**src/rtl/cse_pkg.sv**
```systemverilog
// Shared constants, types and helpers of the counting sort engine.
package cse_pkg;

	localparam int VALUE_BITS = 8;
	localparam int MAX_ITEMS  = 64;
	localparam int NBINS      = 1 << VALUE_BITS;
	localparam int CNT_BITS   = $clog2(MAX_ITEMS + 1);

	typedef logic signed [VALUE_BITS-1:0] value_t;
	typedef logic [VALUE_BITS-1:0]        bin_t;
	typedef logic [CNT_BITS-1:0]          count_t;

	typedef struct packed {
		logic take_in;
		logic inc_wr;
		logic walk_start;
		logic walk_rd;
		logic step_x;
		logic bin_clr;
		logic emit;
	} cse_cmd_t;

	typedef struct packed {
		logic last_set;
		logic cnt_zero;
		logic cnt_one;
		logic emit_last;
		logic out_free;
	} cse_sts_t;

	// bin index: value offset by half the range, i.e. sign bit flipped
	function automatic bin_t bin_of(value_t v);
		return {~v[VALUE_BITS-1], v[VALUE_BITS-2:0]};
	endfunction

endpackage

```
**src/rtl/cse_in_if.sv**
```systemverilog
// Input channel of the counting sort engine: one value per word.
interface cse_in_if;
	logic                   valid;
	logic                   ready;
	cse_pkg::value_t        sample_value;
	logic                   end_of_set;

	modport source (output valid, output sample_value, output end_of_set, input ready);
	modport sink (input valid, input sample_value, input end_of_set, output ready);
endinterface

```
**src/rtl/cse_out_if.sv**
```systemverilog
// Output channel of the counting sort engine: one sorted value per word.
interface cse_out_if;
	logic                   valid;
	logic                   ready;
	cse_pkg::value_t        sorted_value;
	logic                   last_of_run;
	logic                   overflowed;

	modport source (output valid, output sorted_value, output last_of_run,
		output overflowed, input ready);
	modport sink (input valid, input sorted_value, input last_of_run,
		input overflowed, output ready);
endinterface

```
**src/rtl/cse_dp.sv**
```systemverilog
// Datapath: histogram memory, set statistics, bin walker and output register.
module cse_dp (
	input  logic              clk,
	input  logic              arst_n,
	input  cse_pkg::value_t   sample_value,
	input  logic              end_of_set,
	input  cse_pkg::cse_cmd_t cmd,
	output cse_pkg::cse_sts_t sts,
	cse_out_if.source         sorted
);

	cse_pkg::count_t          bins_q [cse_pkg::NBINS];
	logic [cse_pkg::NBINS-1:0] bin_vld_q;
	cse_pkg::count_t          rd_cnt_q;
	logic                     rd_vld_q;

	cse_pkg::value_t          value_q;
	logic                     last_q;
	cse_pkg::value_t          lowest_q;
	cse_pkg::count_t          items_q;
	logic                     drop_q;
	cse_pkg::value_t          x_q;
	cse_pkg::count_t          n_q;
	cse_pkg::count_t          cnt_q;

	logic                     ovalid_q;
	cse_pkg::value_t          oval_q;
	logic                     olast_q;
	logic                     oflow_q;

	logic                     full;
	logic                     ren;
	cse_pkg::bin_t            rd_addr;
	cse_pkg::count_t          rd_count;
	logic                     wr_en;
	cse_pkg::bin_t            wr_addr;
	cse_pkg::count_t          wr_data;
	cse_pkg::value_t          lowest_nxt;
	logic                     emit_last;

	assign full     = (items_q == cse_pkg::count_t'(cse_pkg::MAX_ITEMS));
	assign ren      = cmd.take_in | cmd.walk_rd;
	assign rd_addr  = cmd.take_in ? cse_pkg::bin_of(sample_value) : cse_pkg::bin_of(x_q);
	assign rd_count = rd_vld_q ? rd_cnt_q : '0;
	assign wr_en    = (cmd.inc_wr & ~full) | cmd.bin_clr;
	assign wr_addr  = cmd.inc_wr ? cse_pkg::bin_of(value_q) : cse_pkg::bin_of(x_q);
	assign wr_data  = cmd.inc_wr ? cse_pkg::count_t'(rd_count + cse_pkg::count_t'(1)) : '0;
	assign emit_last = (cse_pkg::count_t'(n_q + cse_pkg::count_t'(1)) == items_q);

	always_comb begin
		if (items_q == '0) begin
			lowest_nxt = value_q;
		end else if (value_q < lowest_q) begin
			lowest_nxt = value_q;
		end else begin
			lowest_nxt = lowest_q;
		end
	end

	// histogram store
	always_ff @(posedge clk) begin
		if (wr_en) begin
			bins_q[wr_addr] <= wr_data;
		end
		if (ren) begin
			rd_cnt_q <= bins_q[rd_addr];
			rd_vld_q <= bin_vld_q[rd_addr];
		end
	end

	// bins never written since reset read as zero
	always_ff @(posedge clk or negedge arst_n) begin
		if (!arst_n) begin
			bin_vld_q <= '0;
		end else if (wr_en) begin
			bin_vld_q[wr_addr] <= 1'b1;
		end
	end

	always_ff @(posedge clk or negedge arst_n) begin
		if (!arst_n) begin
			items_q  <= '0;
			drop_q   <= 1'b0;
			lowest_q <= '0;
		end else if (cmd.emit && emit_last) begin
			items_q  <= '0;
			drop_q   <= 1'b0;
			lowest_q <= '0;
		end else if (cmd.inc_wr) begin
			if (full) begin
				drop_q <= 1'b1;
			end else begin
				items_q  <= cse_pkg::count_t'(items_q + cse_pkg::count_t'(1));
				lowest_q <= lowest_nxt;
			end
		end
	end

	always_ff @(posedge clk) begin
		if (cmd.take_in) begin
			value_q <= sample_value;
			last_q  <= end_of_set;
		end
		if (cmd.walk_start) begin
			x_q <= full ? lowest_q : lowest_nxt;
			n_q <= '0;
		end else begin
			if (cmd.step_x) begin
				x_q <= cse_pkg::value_t'(x_q + cse_pkg::value_t'(1));
			end
			if (cmd.emit) begin
				n_q <= cse_pkg::count_t'(n_q + cse_pkg::count_t'(1));
			end
		end
		if (cmd.bin_clr) begin
			cnt_q <= rd_count;
		end else if (cmd.emit) begin
			cnt_q <= cse_pkg::count_t'(cnt_q - cse_pkg::count_t'(1));
		end
		if (cmd.emit) begin
			oval_q  <= x_q;
			olast_q <= emit_last;
			oflow_q <= drop_q;
		end
	end

	always_ff @(posedge clk or negedge arst_n) begin
		if (!arst_n) begin
			ovalid_q <= 1'b0;
		end else if (cmd.emit) begin
			ovalid_q <= 1'b1;
		end else if (sorted.ready) begin
			ovalid_q <= 1'b0;
		end
	end

	assign sorted.valid        = ovalid_q;
	assign sorted.sorted_value = oval_q;
	assign sorted.last_of_run  = olast_q;
	assign sorted.overflowed   = oflow_q;

	assign sts.last_set  = last_q;
	assign sts.cnt_zero  = (rd_count == '0);
	assign sts.cnt_one   = (cnt_q == cse_pkg::count_t'(1));
	assign sts.emit_last = emit_last;
	assign sts.out_free  = ~ovalid_q | sorted.ready;

endmodule

```
**src/rtl/cse_ctrl.sv**
```systemverilog
// Controller: sequences loading of values and the ascending walk over the bins.
module cse_ctrl (
	input  logic              clk,
	input  logic              arst_n,
	cse_in_if.sink            samples,
	output cse_pkg::cse_cmd_t cmd,
	input  cse_pkg::cse_sts_t sts
);

	typedef enum logic [2:0] {
		ST_IDLE,
		ST_INC,
		ST_RD,
		ST_CHK,
		ST_OUT
	} state_t;

	state_t state_q;
	state_t state_nxt;

	always_comb begin
		cmd           = '0;
		state_nxt     = state_q;
		samples.ready = (state_q == ST_IDLE);
		case (state_q)
			ST_IDLE: begin
				if (samples.valid) begin
					cmd.take_in = 1'b1;
					state_nxt   = ST_INC;
				end
			end
			ST_INC: begin
				cmd.inc_wr = 1'b1;
				if (sts.last_set) begin
					cmd.walk_start = 1'b1;
					state_nxt      = ST_RD;
				end else begin
					state_nxt = ST_IDLE;
				end
			end
			ST_RD: begin
				cmd.walk_rd = 1'b1;
				state_nxt   = ST_CHK;
			end
			ST_CHK: begin
				if (sts.cnt_zero) begin
					cmd.step_x = 1'b1;
					state_nxt  = ST_RD;
				end else begin
					cmd.bin_clr = 1'b1;
					state_nxt   = ST_OUT;
				end
			end
			ST_OUT: begin
				if (sts.out_free) begin
					cmd.emit = 1'b1;
					if (sts.emit_last) begin
						state_nxt = ST_IDLE;
					end else if (sts.cnt_one) begin
						cmd.step_x = 1'b1;
						state_nxt  = ST_RD;
					end
				end
			end
			default: begin
				state_nxt = ST_IDLE;
			end
		endcase
	end

	always_ff @(posedge clk or negedge arst_n) begin
		if (!arst_n) begin
			state_q <= ST_IDLE;
		end else begin
			state_q <= state_nxt;
		end
	end

endmodule

```
**src/rtl/counting_sort_engine.sv**
```systemverilog
// Top level of the counting sort engine.
// Loads a set of signed values, one word each, until a word marked end_of_set,
// then returns the held values in ascending order; the final word carries
// last_of_run, and every word of a set that lost values beyond capacity
// (64 values) carries overflowed. Loading reads then writes back each value's
// histogram bin, one memory port each way. Output walks the bins from the
// least value of the set upward, reading and checking every bin visited, empty
// or not, then returning each value held in it, and stops at the last value
// held; it waits while the output register holds a word not yet taken.
// The histogram is drained to zero by the walk; no clearing pass is needed
// after reset. A finished word waits in an output register while the next set
// loads.
module counting_sort_engine (
	input  logic       clk,
	input  logic       arst_n,
	cse_in_if.sink     samples,
	cse_out_if.source  sorted
);

	cse_pkg::cse_cmd_t cmd;
	cse_pkg::cse_sts_t sts;

	cse_ctrl u_ctrl (
		.clk     (clk),
		.arst_n  (arst_n),
		.samples (samples),
		.cmd     (cmd),
		.sts     (sts)
	);

	cse_dp u_dp (
		.clk          (clk),
		.arst_n       (arst_n),
		.sample_value (samples.sample_value),
		.end_of_set   (samples.end_of_set),
		.cmd          (cmd),
		.sts          (sts),
		.sorted       (sorted)
	);

endmodule
```
**src/flat_wrapper.sv**
```systemverilog
// flat-port wrapper written by rule: the top's interface ports become plain ports
module counting_sort_engine_flat 
  (clk, arst_n, samples_valid, samples_sample_value, samples_end_of_set, samples_ready, sorted_valid, sorted_sorted_value, sorted_last_of_run, sorted_overflowed, sorted_ready);
  cse_in_if samples_i ();
  cse_out_if sorted_i ();
  input  logic clk;
  input  logic arst_n;
  input wire logic [$bits(samples_i.valid)-1:0] samples_valid;
  input wire logic [$bits(samples_i.sample_value)-1:0] samples_sample_value;
  input wire logic [$bits(samples_i.end_of_set)-1:0] samples_end_of_set;
  output wire logic [$bits(samples_i.ready)-1:0] samples_ready;
  output wire logic [$bits(sorted_i.valid)-1:0] sorted_valid;
  output wire logic [$bits(sorted_i.sorted_value)-1:0] sorted_sorted_value;
  output wire logic [$bits(sorted_i.last_of_run)-1:0] sorted_last_of_run;
  output wire logic [$bits(sorted_i.overflowed)-1:0] sorted_overflowed;
  input wire logic [$bits(sorted_i.ready)-1:0] sorted_ready;
  assign samples_i.valid = samples_valid;
  assign samples_i.sample_value = samples_sample_value;
  assign samples_i.end_of_set = samples_end_of_set;
  assign samples_ready = samples_i.ready;
  assign sorted_valid = sorted_i.valid;
  assign sorted_sorted_value = sorted_i.sorted_value;
  assign sorted_last_of_run = sorted_i.last_of_run;
  assign sorted_overflowed = sorted_i.overflowed;
  assign sorted_i.ready = sorted_ready;
  counting_sort_engine u_core (.clk(clk), .arst_n(arst_n), .samples(samples_i), .sorted(sorted_i));
endmodule
```
**config.mk**
```make
export PLATFORM = sky130hd
export DESIGN_NAME = counting_sort_engine_flat
export DESIGN_NICKNAME = d
export VERILOG_FILES = /design/src/rtl/cse_pkg.sv /design/src/rtl/cse_in_if.sv /design/src/rtl/cse_out_if.sv /design/src/rtl/cse_dp.sv /design/src/rtl/cse_ctrl.sv /design/src/rtl/counting_sort_engine.sv /design/src/flat_wrapper.sv
export SDC_FILE = /design/constraint.sdc
export NUM_CORES = 2
export LEC_CHECK = 0
export ABC_AREA = 1
export BUFFER_PORTS_ARGS = -buffer_cell sky130_fd_sc_hd__buf_4
export CORE_MARGIN = 2
export CORE_UTILIZATION = 34
export CTS_CLUSTER_DIAMETER = 60
export CTS_CLUSTER_SIZE = 10
export DETAILED_ROUTE_END_ITERATION = 10
export PLACE_DENSITY = 0.51
export SLEW_MARGIN = 20
export SYNTH_ARGS = -nofsm -noshare
export SYNTH_HDL_FRONTEND = slang
export SYNTH_SLANG_ARGS = --single-unit
```
**constraint.sdc**
```tcl
create_clock -name clk -period 20.5 [get_ports clk]
set_input_delay 3.075 -clock clk [delete_from_list [all_inputs] [get_ports clk]]
set_output_delay 3.075 -clock clk [all_outputs]
set_load 0.02 [all_outputs]
```
# --- After elaboration in Yosys (flattened, before gate mapping) ---
# Memories as Yosys holds them, arrays and structs flattened. A register that Yosys moved wholly into a read port is not among the register bits.
# Index checks and enable logic that the tools add are counted.
word_totals:
  reg_bits: 318
  mem_bits_rw: 1792
  in_bits: 13
  output_inout_bits: 12
  word_cells: 107
  n_memories: 1
op_classes:
  add_sub_neg: 5
  n_lt_le_gt_ge: 4
  n_eq_ne: 11
  n_mux: 48
  n_bitwise: 10
  n_reduce_logical: 13
memory_table:
  columns: ["name", "words", "word_bits", "rd", "rd_ports_with_merged_regs", "write_ports", "line_no", "text"]
  rows:
  - ["u_core.u_dp.bins_q", 256, 7, 1, 1, 1, "cse_dp.sv:12", "cse_pkg::count_t bins_q [cse_pkg::NBINS];"]
ops:
  columns: ["operator", "n"]
  rows:
  - ["$or A256 B256 Y256", 1]
  - ["$mux W8", 9]
  - ["$mux W7", 7]
  - ["$add A7 B1 Y7 const B", 3]
  - ["$mux W1", 21]
  - ["$lt A8 B9 Y1 const B", 2]
  - ["$mux W3", 5]
  - ["$pmux W3 S5", 1]
  - ["$logic_not A7 Y1", 2]
  - ["$reduce_bool A2 Y1", 5]
  - ["$add A8 B2 Y8 const B", 1]
  - ["$bmux W1 S8", 1]
  - ["$demux W1 S8", 1]
  - ["$ge A8 B1 Y1 const B", 1]
  - ["$lt A8 B8 Y1", 1]
  - ["$eq A7 B1 Y1 const B", 1]
  - ["$eq A7 B7 Y1", 1]
  - ["$eq A7 B7 Y1 const B", 1]
  - ["$sub A7 B1 Y7 const B", 1]
  - ["$eq A3 B2 Y1 const B", 2]
  - ["$not A1 Y1", 5]
  - ["$mux W2", 2]
  - ["$ne A2 B1 Y1 const B", 2]
  - ["$reduce_and A2 Y1", 2]
  - ["10 further kinds", 13]

# --- Logic depth before layout (Yosys ltp) ---
depth:
  ltp_word: 8
  mapped_depth: 17
  depth_no_buf: 14

# --- By module ---
# Synthesis repeated with hierarchy kept, for this count alone.
unflattened:
  cells_unflattened: 9356
  area_unflattened_um2: 93442.1
by_module_without_submodules:
  columns: ["mod", "n_inst", "cells_per_inst", "area_per_inst_um2", "seq_area_each_um2"]
  rows:
  - ["cse_dp", 1, 9315, 93174.4, 62044.5]
  - ["cse_ctrl", 1, 41, 267.8, 75.1]

# --- Worst setup path before layout ---
# OpenSTA, ideal clock, no wires.
synth_timing:
  kind: "reg-to-reg"
  start: "reg u_core.u_dp.rd_vld_q"
  end: "mem u_core.u_dp.bins_q[0][6] (netlist bit) (data pin)"
  setup_time_ns: 2.423
  arrival_ns: 11.982
  required_ns: 18.077
  path_slack_ns: 6.095
  path_stages_with_launch: 5
  n_path_buf: 1
  period_less_slack_ns: 14.405
  path_cell_list: "edfxtp_1 -> buf_2 -> nand2_1 -> inv_1 -> a311oi_1"
synth_between:
  elab_chain_cells: 3
synth_lines:
  columns: ["item", "line_no", "text"]
  rows:
  - ["start, declared", "cse_dp.sv:15", "logic rd_vld_q;"]
  - ["start signal, assigned", "cse_dp.sv:67", "rd_vld_q <= bin_vld_q[rd_addr];"]
  - ["$mux W7", "cse_dp.sv:44", "assign rd_count = rd_vld_q ? rd_cnt_q : '0;"]
  - ["$add A7 B1 Y7", "cse_dp.sv:47", "assign wr_data = cmd.inc_wr ? cse_pkg::count_t'(rd_count + cse_pkg::count_t'(1)) : '0;"]
  - ["$mux W7", "cse_dp.sv:47", null]
  - ["net u_core.u_dp.wr_data[6]", "cse_dp.sv:37", "cse_pkg::count_t wr_data;"]
  - ["end, declared", "cse_dp.sv:12", null]
# The timed path passes the listed nets, and every way through them passes these cells.

# --- Worst setup path after layout ---
layout_timing:
  start: "in samples_valid"
  end: "reg u_core.u_dp.rd_cnt_q[2], read port of u_core.u_dp.bins_q (data pin)"
layout_between:
  elab_chain_cells: 3
  word_cells_on_any_way: 4
  cone_classes: "mux: 3; bitwise: 1"
layout_lines:
  columns: ["item", "line_no", "text"]
  rows:
  - ["start, declared", "flat_wrapper.sv:8", "input wire logic [$bits(samples_i.valid)-1:0] samples_valid;"]
  - ["$mux W1 *", "cse_ctrl.sv:27", "if (samples.valid) begin"]
  - ["$mux W1 *", "cse_ctrl.sv:25", "case (state_q)"]
  - ["$mux W8 or $or A1 B1 Y1 (tied branches)", "cse_dp.sv:43, cse_dp.sv:42", null]
  - ["end, declared", "cse_dp.sv:14", "cse_pkg::count_t rd_cnt_q;"]
# Mark *: on every way between the ends. The rest lies on a longest branch, timed or not.
# A chain may end at the register's enable or synchronous reset.

==> flow_summary_export.csv <==
group,metric,value,unit
clock_tree,cts_hold_buf,0,
placement,dpl_cell_area,96400,um^2
logic_synthesis,synth_seq_cells,2117,
floorplan,rows,191,
sta,hold_viol,0,
placement,place_congestion,0.823,
final_layout,drive_above_1_share,0.0499,
clock_tree,htree_levels,4,
global_routing,antenna_found_initial,14,
global_routing,met2_usage,0.317,
placement,dp.cells,12500,
logic_synthesis,seq_area_frac_synth,0.669,
logic_synthesis,yosys.area.top_type,"edfxtp_1",
global_routing,grt_pass1_wl,418000,um
logic_synthesis,avgSynthCellArea,9.98,um^2
power,power_density,143,nW/um^2
floorplan,die_y,527,um
sta,fmax,0.121,GHz
clock_tree,cts_tree,"yes",
sta,min_period,8290,ps
logic_synthesis,synthAdderAreaFrac,0.00202,
logic_synthesis,synthCells,9312,
routing,dr_total_vias,64500,
worst_setup_path,worst-path-max-fanout,116,
sta,slew_viol_final,0,
final_layout,final.fill_count,26500,
logic_synthesis,synth_xor_area_frac,0.00179,
final_layout,stdcell_area,103000,um^2
final_layout,fin_nets,9176,
logic_synthesis,synth-simple-area-share,0.219,
sta,setup_viol,0,
global_routing,first_global_vias,62300,
logic_synthesis,netlist_area,92900,um^2
logic_synthesis,synth_top_area_frac,0.593,
global_routing,grt_start_max_net_pins,183,
final_layout,syn_to_final_growth,11.0,%
sta,worst_pin_slew,1130,ps
logic_synthesis,netlist_top_cells_area,"edfxtp_1, nand2_1, nand3_1",
clock_tree,clk_path_buf_depth,4,
global_routing,grt_busiest_layer,"met2",
global_routing,grt_use_met3,0.0276,
placement,dpl.hpwl,152000,um
worst_setup_path,required,21230,ps
clock_tree,cts.sinks,2117,
global_routing,met1_usage,0.283,
routing,post_drt_wl_per_cell,21.9,um
power,vdd_drop_max,0.000135,V
clock_tree,clkTransAtPathRegs,60,ps
clock_tree,cts_resized,0,
clock_tree,cts_buffers,242,
routing,drt_iter0_drc,6693,
sta,fin_crit_sh,0.404,
worst_setup_path,ff2ff_path_depth,17,
floorplan,die_area,277000,um^2
placement,io_buffers,24,
worst_setup_path,cp.arrival,9020,ps
sta,tns,0,ps
clock_tree,clockRootBuffer,"clkbuf_16",
final_layout,final_cells,12800,
logic_synthesis,ys_warn_count,0,
logic_synthesis,synth_compound_area_frac,0.0223,
global_routing,grt_use_total,0.199,
worst_hold_path,hold_path_depth,2,
clock_tree,post_cts_buffers,0,
floorplan,start_util,0.343,
floorplan,core_region_area,271000,um^2
sta,rsz0062_at_grt,"false",
worst_setup_path,crit_type,"in2reg",
power,total_leakage_power,42.6,nW
clock_tree,clock_latency,890,ps
worst_setup_path,worst_setup_path_start_kind,"primary input",
flow_run,maxCapViolations,0,
worst_hold_path,min-delay-path-class,"reg2reg",
routing,wl,280000,um
routing,antenna_left,0,
routing,drt-vias-per-instance,5.02,
worst_setup_path,end_kind,"flop",
logic_synthesis,syn_nets,9340,
logic_synthesis,ys_types,37,
routing,drtPass1Iterations,6,
sta,maxSlewHeadroom,0.245,
logic_synthesis,synth_top_family_by_area,"simple AND/OR/NAND/NOR gates",
logic_synthesis,synth_mux_area_frac,0,
floorplan,die_w,527,um
sta,finalClockSkew,88.7,ps
routing,post-route-drc-count,0,
global_routing,overflow,0,
floorplan,boundaryPins,25,
run_status,status,"completed",
power breakdown:
group / internal [mW] / switching (mW)
Combinational: 1.28 / 4.15
Clock: 2.16 / 1.68
Sequential: 5.32 / 0.126
layout by cell type (no fill, tap or decap), types with 7 or more instances in the layout:
| cell | netlist | routed |
|---|---|---|
| a21oi_1 | 13 | 11 |
| buf_12 | 0 | 11 |
| buf_4 | 4 | 131 |
| clkbuf_1 | 250 | 96 |
| clkbuf_16 | 0 | 245 |
| dfrtp_1 | 276 | 276 |
| dfxtp_1 | 7 | 7 |
| edfxtp_1 | 1834 | 1834 |
| ha_1 | 15 | 15 |
| inv_1 | 1495 | 1493 |
| nand2_1 | 2578 | 2568 |
| nand3_1 | 1752 | 1752 |
| nand3b_1 | 51 | 51 |
| nand4_1 | 13 | 13 |
| nor2_1 | 289 | 287 |
| nor3_1 | 13 | 11 |
| o211ai_1 | 61 | 61 |
| o21ai_0 | 282 | 280 |
| o21ai_1 | 11 | 9 |
| or2_1 | 8 | 8 |
| or2_2 | 9 | 9 |
| xor2_1 | 15 | 15 |
worst max-delay path: stages:
cell	delay [ps]
buf_4	140
nand3_4	280
nand2_4	340
nand2_8	650
buf_4	840
buf_4	840
buf_4	800
nand2_1	120
nand2_1	110
nand2_1	50
nand3_1	100
nand3_1	120
nand3_1	120
nand3_1	120
nand3_1	220
nand3_1	510
nand2_1	220
kinds of logic after synthesis:
group           Yosys count
flops                  2117
xor+xnor                 19
buf+inv                2054
simple gates           4730
compound gates          377
fa+ha+maj                15
cells in the mapped netlist:
| cell | n |
|---|---|
| or2_1 | 8 |
| or2_2 | 9 |
| nand2_1 | 2578 |
| nand3_1 | 1752 |
| xnor2_1 | 4 |
| a32oi_1 | 1 |
| dfrtp_1 | 276 |
| a21oi_1 | 13 |
| buf_4 | 4 |
| nor3b_1 | 1 |
| xor2_1 | 15 |
| a22oi_1 | 1 |
| o311ai_0 | 1 |
| nand2_2 | 4 |
| a311oi_1 | 1 |
| nand3b_1 | 51 |
| nor2_1 | 289 |
| dfxtp_1 | 7 |
| inv_1 | 1495 |
| nor2_2 | 3 |
| nand4_1 | 13 |
| o21ai_1 | 11 |
| o21ai_2 | 6 |
| buf_1 | 34 |
| edfxtp_1 | 1834 |
| nor3_1 | 13 |
| o211ai_1 | 61 |
| buf_2 | 265 |
| nand4_2 | 2 |
| ha_1 | 15 |
| nand3_4 | 1 |
| nor2_4 | 2 |
| nor3_2 | 2 |
| nor4_1 | 2 |
| o21ai_0 | 282 |
| clkbuf_1 | 250 |
| inv_2 | 6 |
final timing paths:
check | startpoint | end | slack [ps]
worst min register to register | u_core.u_dp.bin_vld_q[173] | u_core.u_dp.bin_vld_q[173] | 450
min in group asynchronous | arst_n | u_core.u_dp.items_q[4] | 2130
worst max register to register | u_core.u_ctrl.state_q[1] | u_core.u_dp.rd_cnt_q[2] | 13950
worst min-delay path | u_core.u_dp.bin_vld_q[173] | u_core.u_dp.bin_vld_q[173] | 450
max in group asynchronous | arst_n | u_core.u_dp.bin_vld_q[126] | 15960
worst max-delay path | samples_valid | u_core.u_dp.rd_cnt_q[2] | 12210
flip-flops by register name, indices dropped and copies added (netlist names):
register                         count
u_core.u_dp.items_q                  7
u_core.u_dp.rd_cnt_q                 7
u_core.u_dp.value_q                  8
u_core.u_dp.x_q                      8
u_core.u_dp.sorted.valid             1
u_core.u_dp.drop_q                   1
u_core.u_dp.last_q                   1
u_core.u_dp.sorted.sorted_value      8
u_core.u_dp.bin_vld_q              256
u_core.u_dp.rd_vld_q                 1
u_core.u_dp.lowest_q                 8
u_core.u_dp.n_q                      7
u_core.u_dp.sorted.last_of_run       1
u_core.u_dp.cnt_q                    7
u_core.u_ctrl.state_q                3
u_core.u_dp.bins_q                1792
u_core.u_dp.sorted.overflowed        1
routing by layer:
| layer | wire [um] | share of wire | up-vias |
|---|---|---|---|
| li1 | - | - | 30000 |
| met1 | 126000 | 0.45 | 31800 |
| met2 | 128000 | 0.46 | 2279 |
| met3 | 18900 | 0.067 | 415 |
| met4 | 7160 | 0.026 | 8 |
| met5 | 55 | 0.00020 | - |
through the flow:
| step | total power, mW | setup WS [ps] | hold slack, ps | util |
|---|---|---|---|---|
| after floorplan | 8.95 | 6090 | 425 | - |
| after global placement | 10.9 | 11420 | 439 | 0.355 |
| after detailed placement | 10.9 | 11380 | 441 | 0.355 |
| after CTS | 14.8 | 12330 | 456 | 0.380 |
| after global routing | 15.5 | 11980 | 469 | 0.380 |
| final | 14.7 | 12210 | 455 | 0.380 |
layout make-up:
type,count,area (um^2),share of cell area
sequential,2117,62100,0.603
tap,3570,4470,0.0433
timing repair buffer,145,1260,0.0122
multi-input combinational,5141,23000,0.223
clock buffer,342,6500,0.0631
clock inverter,14,145,0.00141
inverter,1501,5640,0.0547
antenna,1,2.50,0.0000243
(Power assumes the default switching activity.)
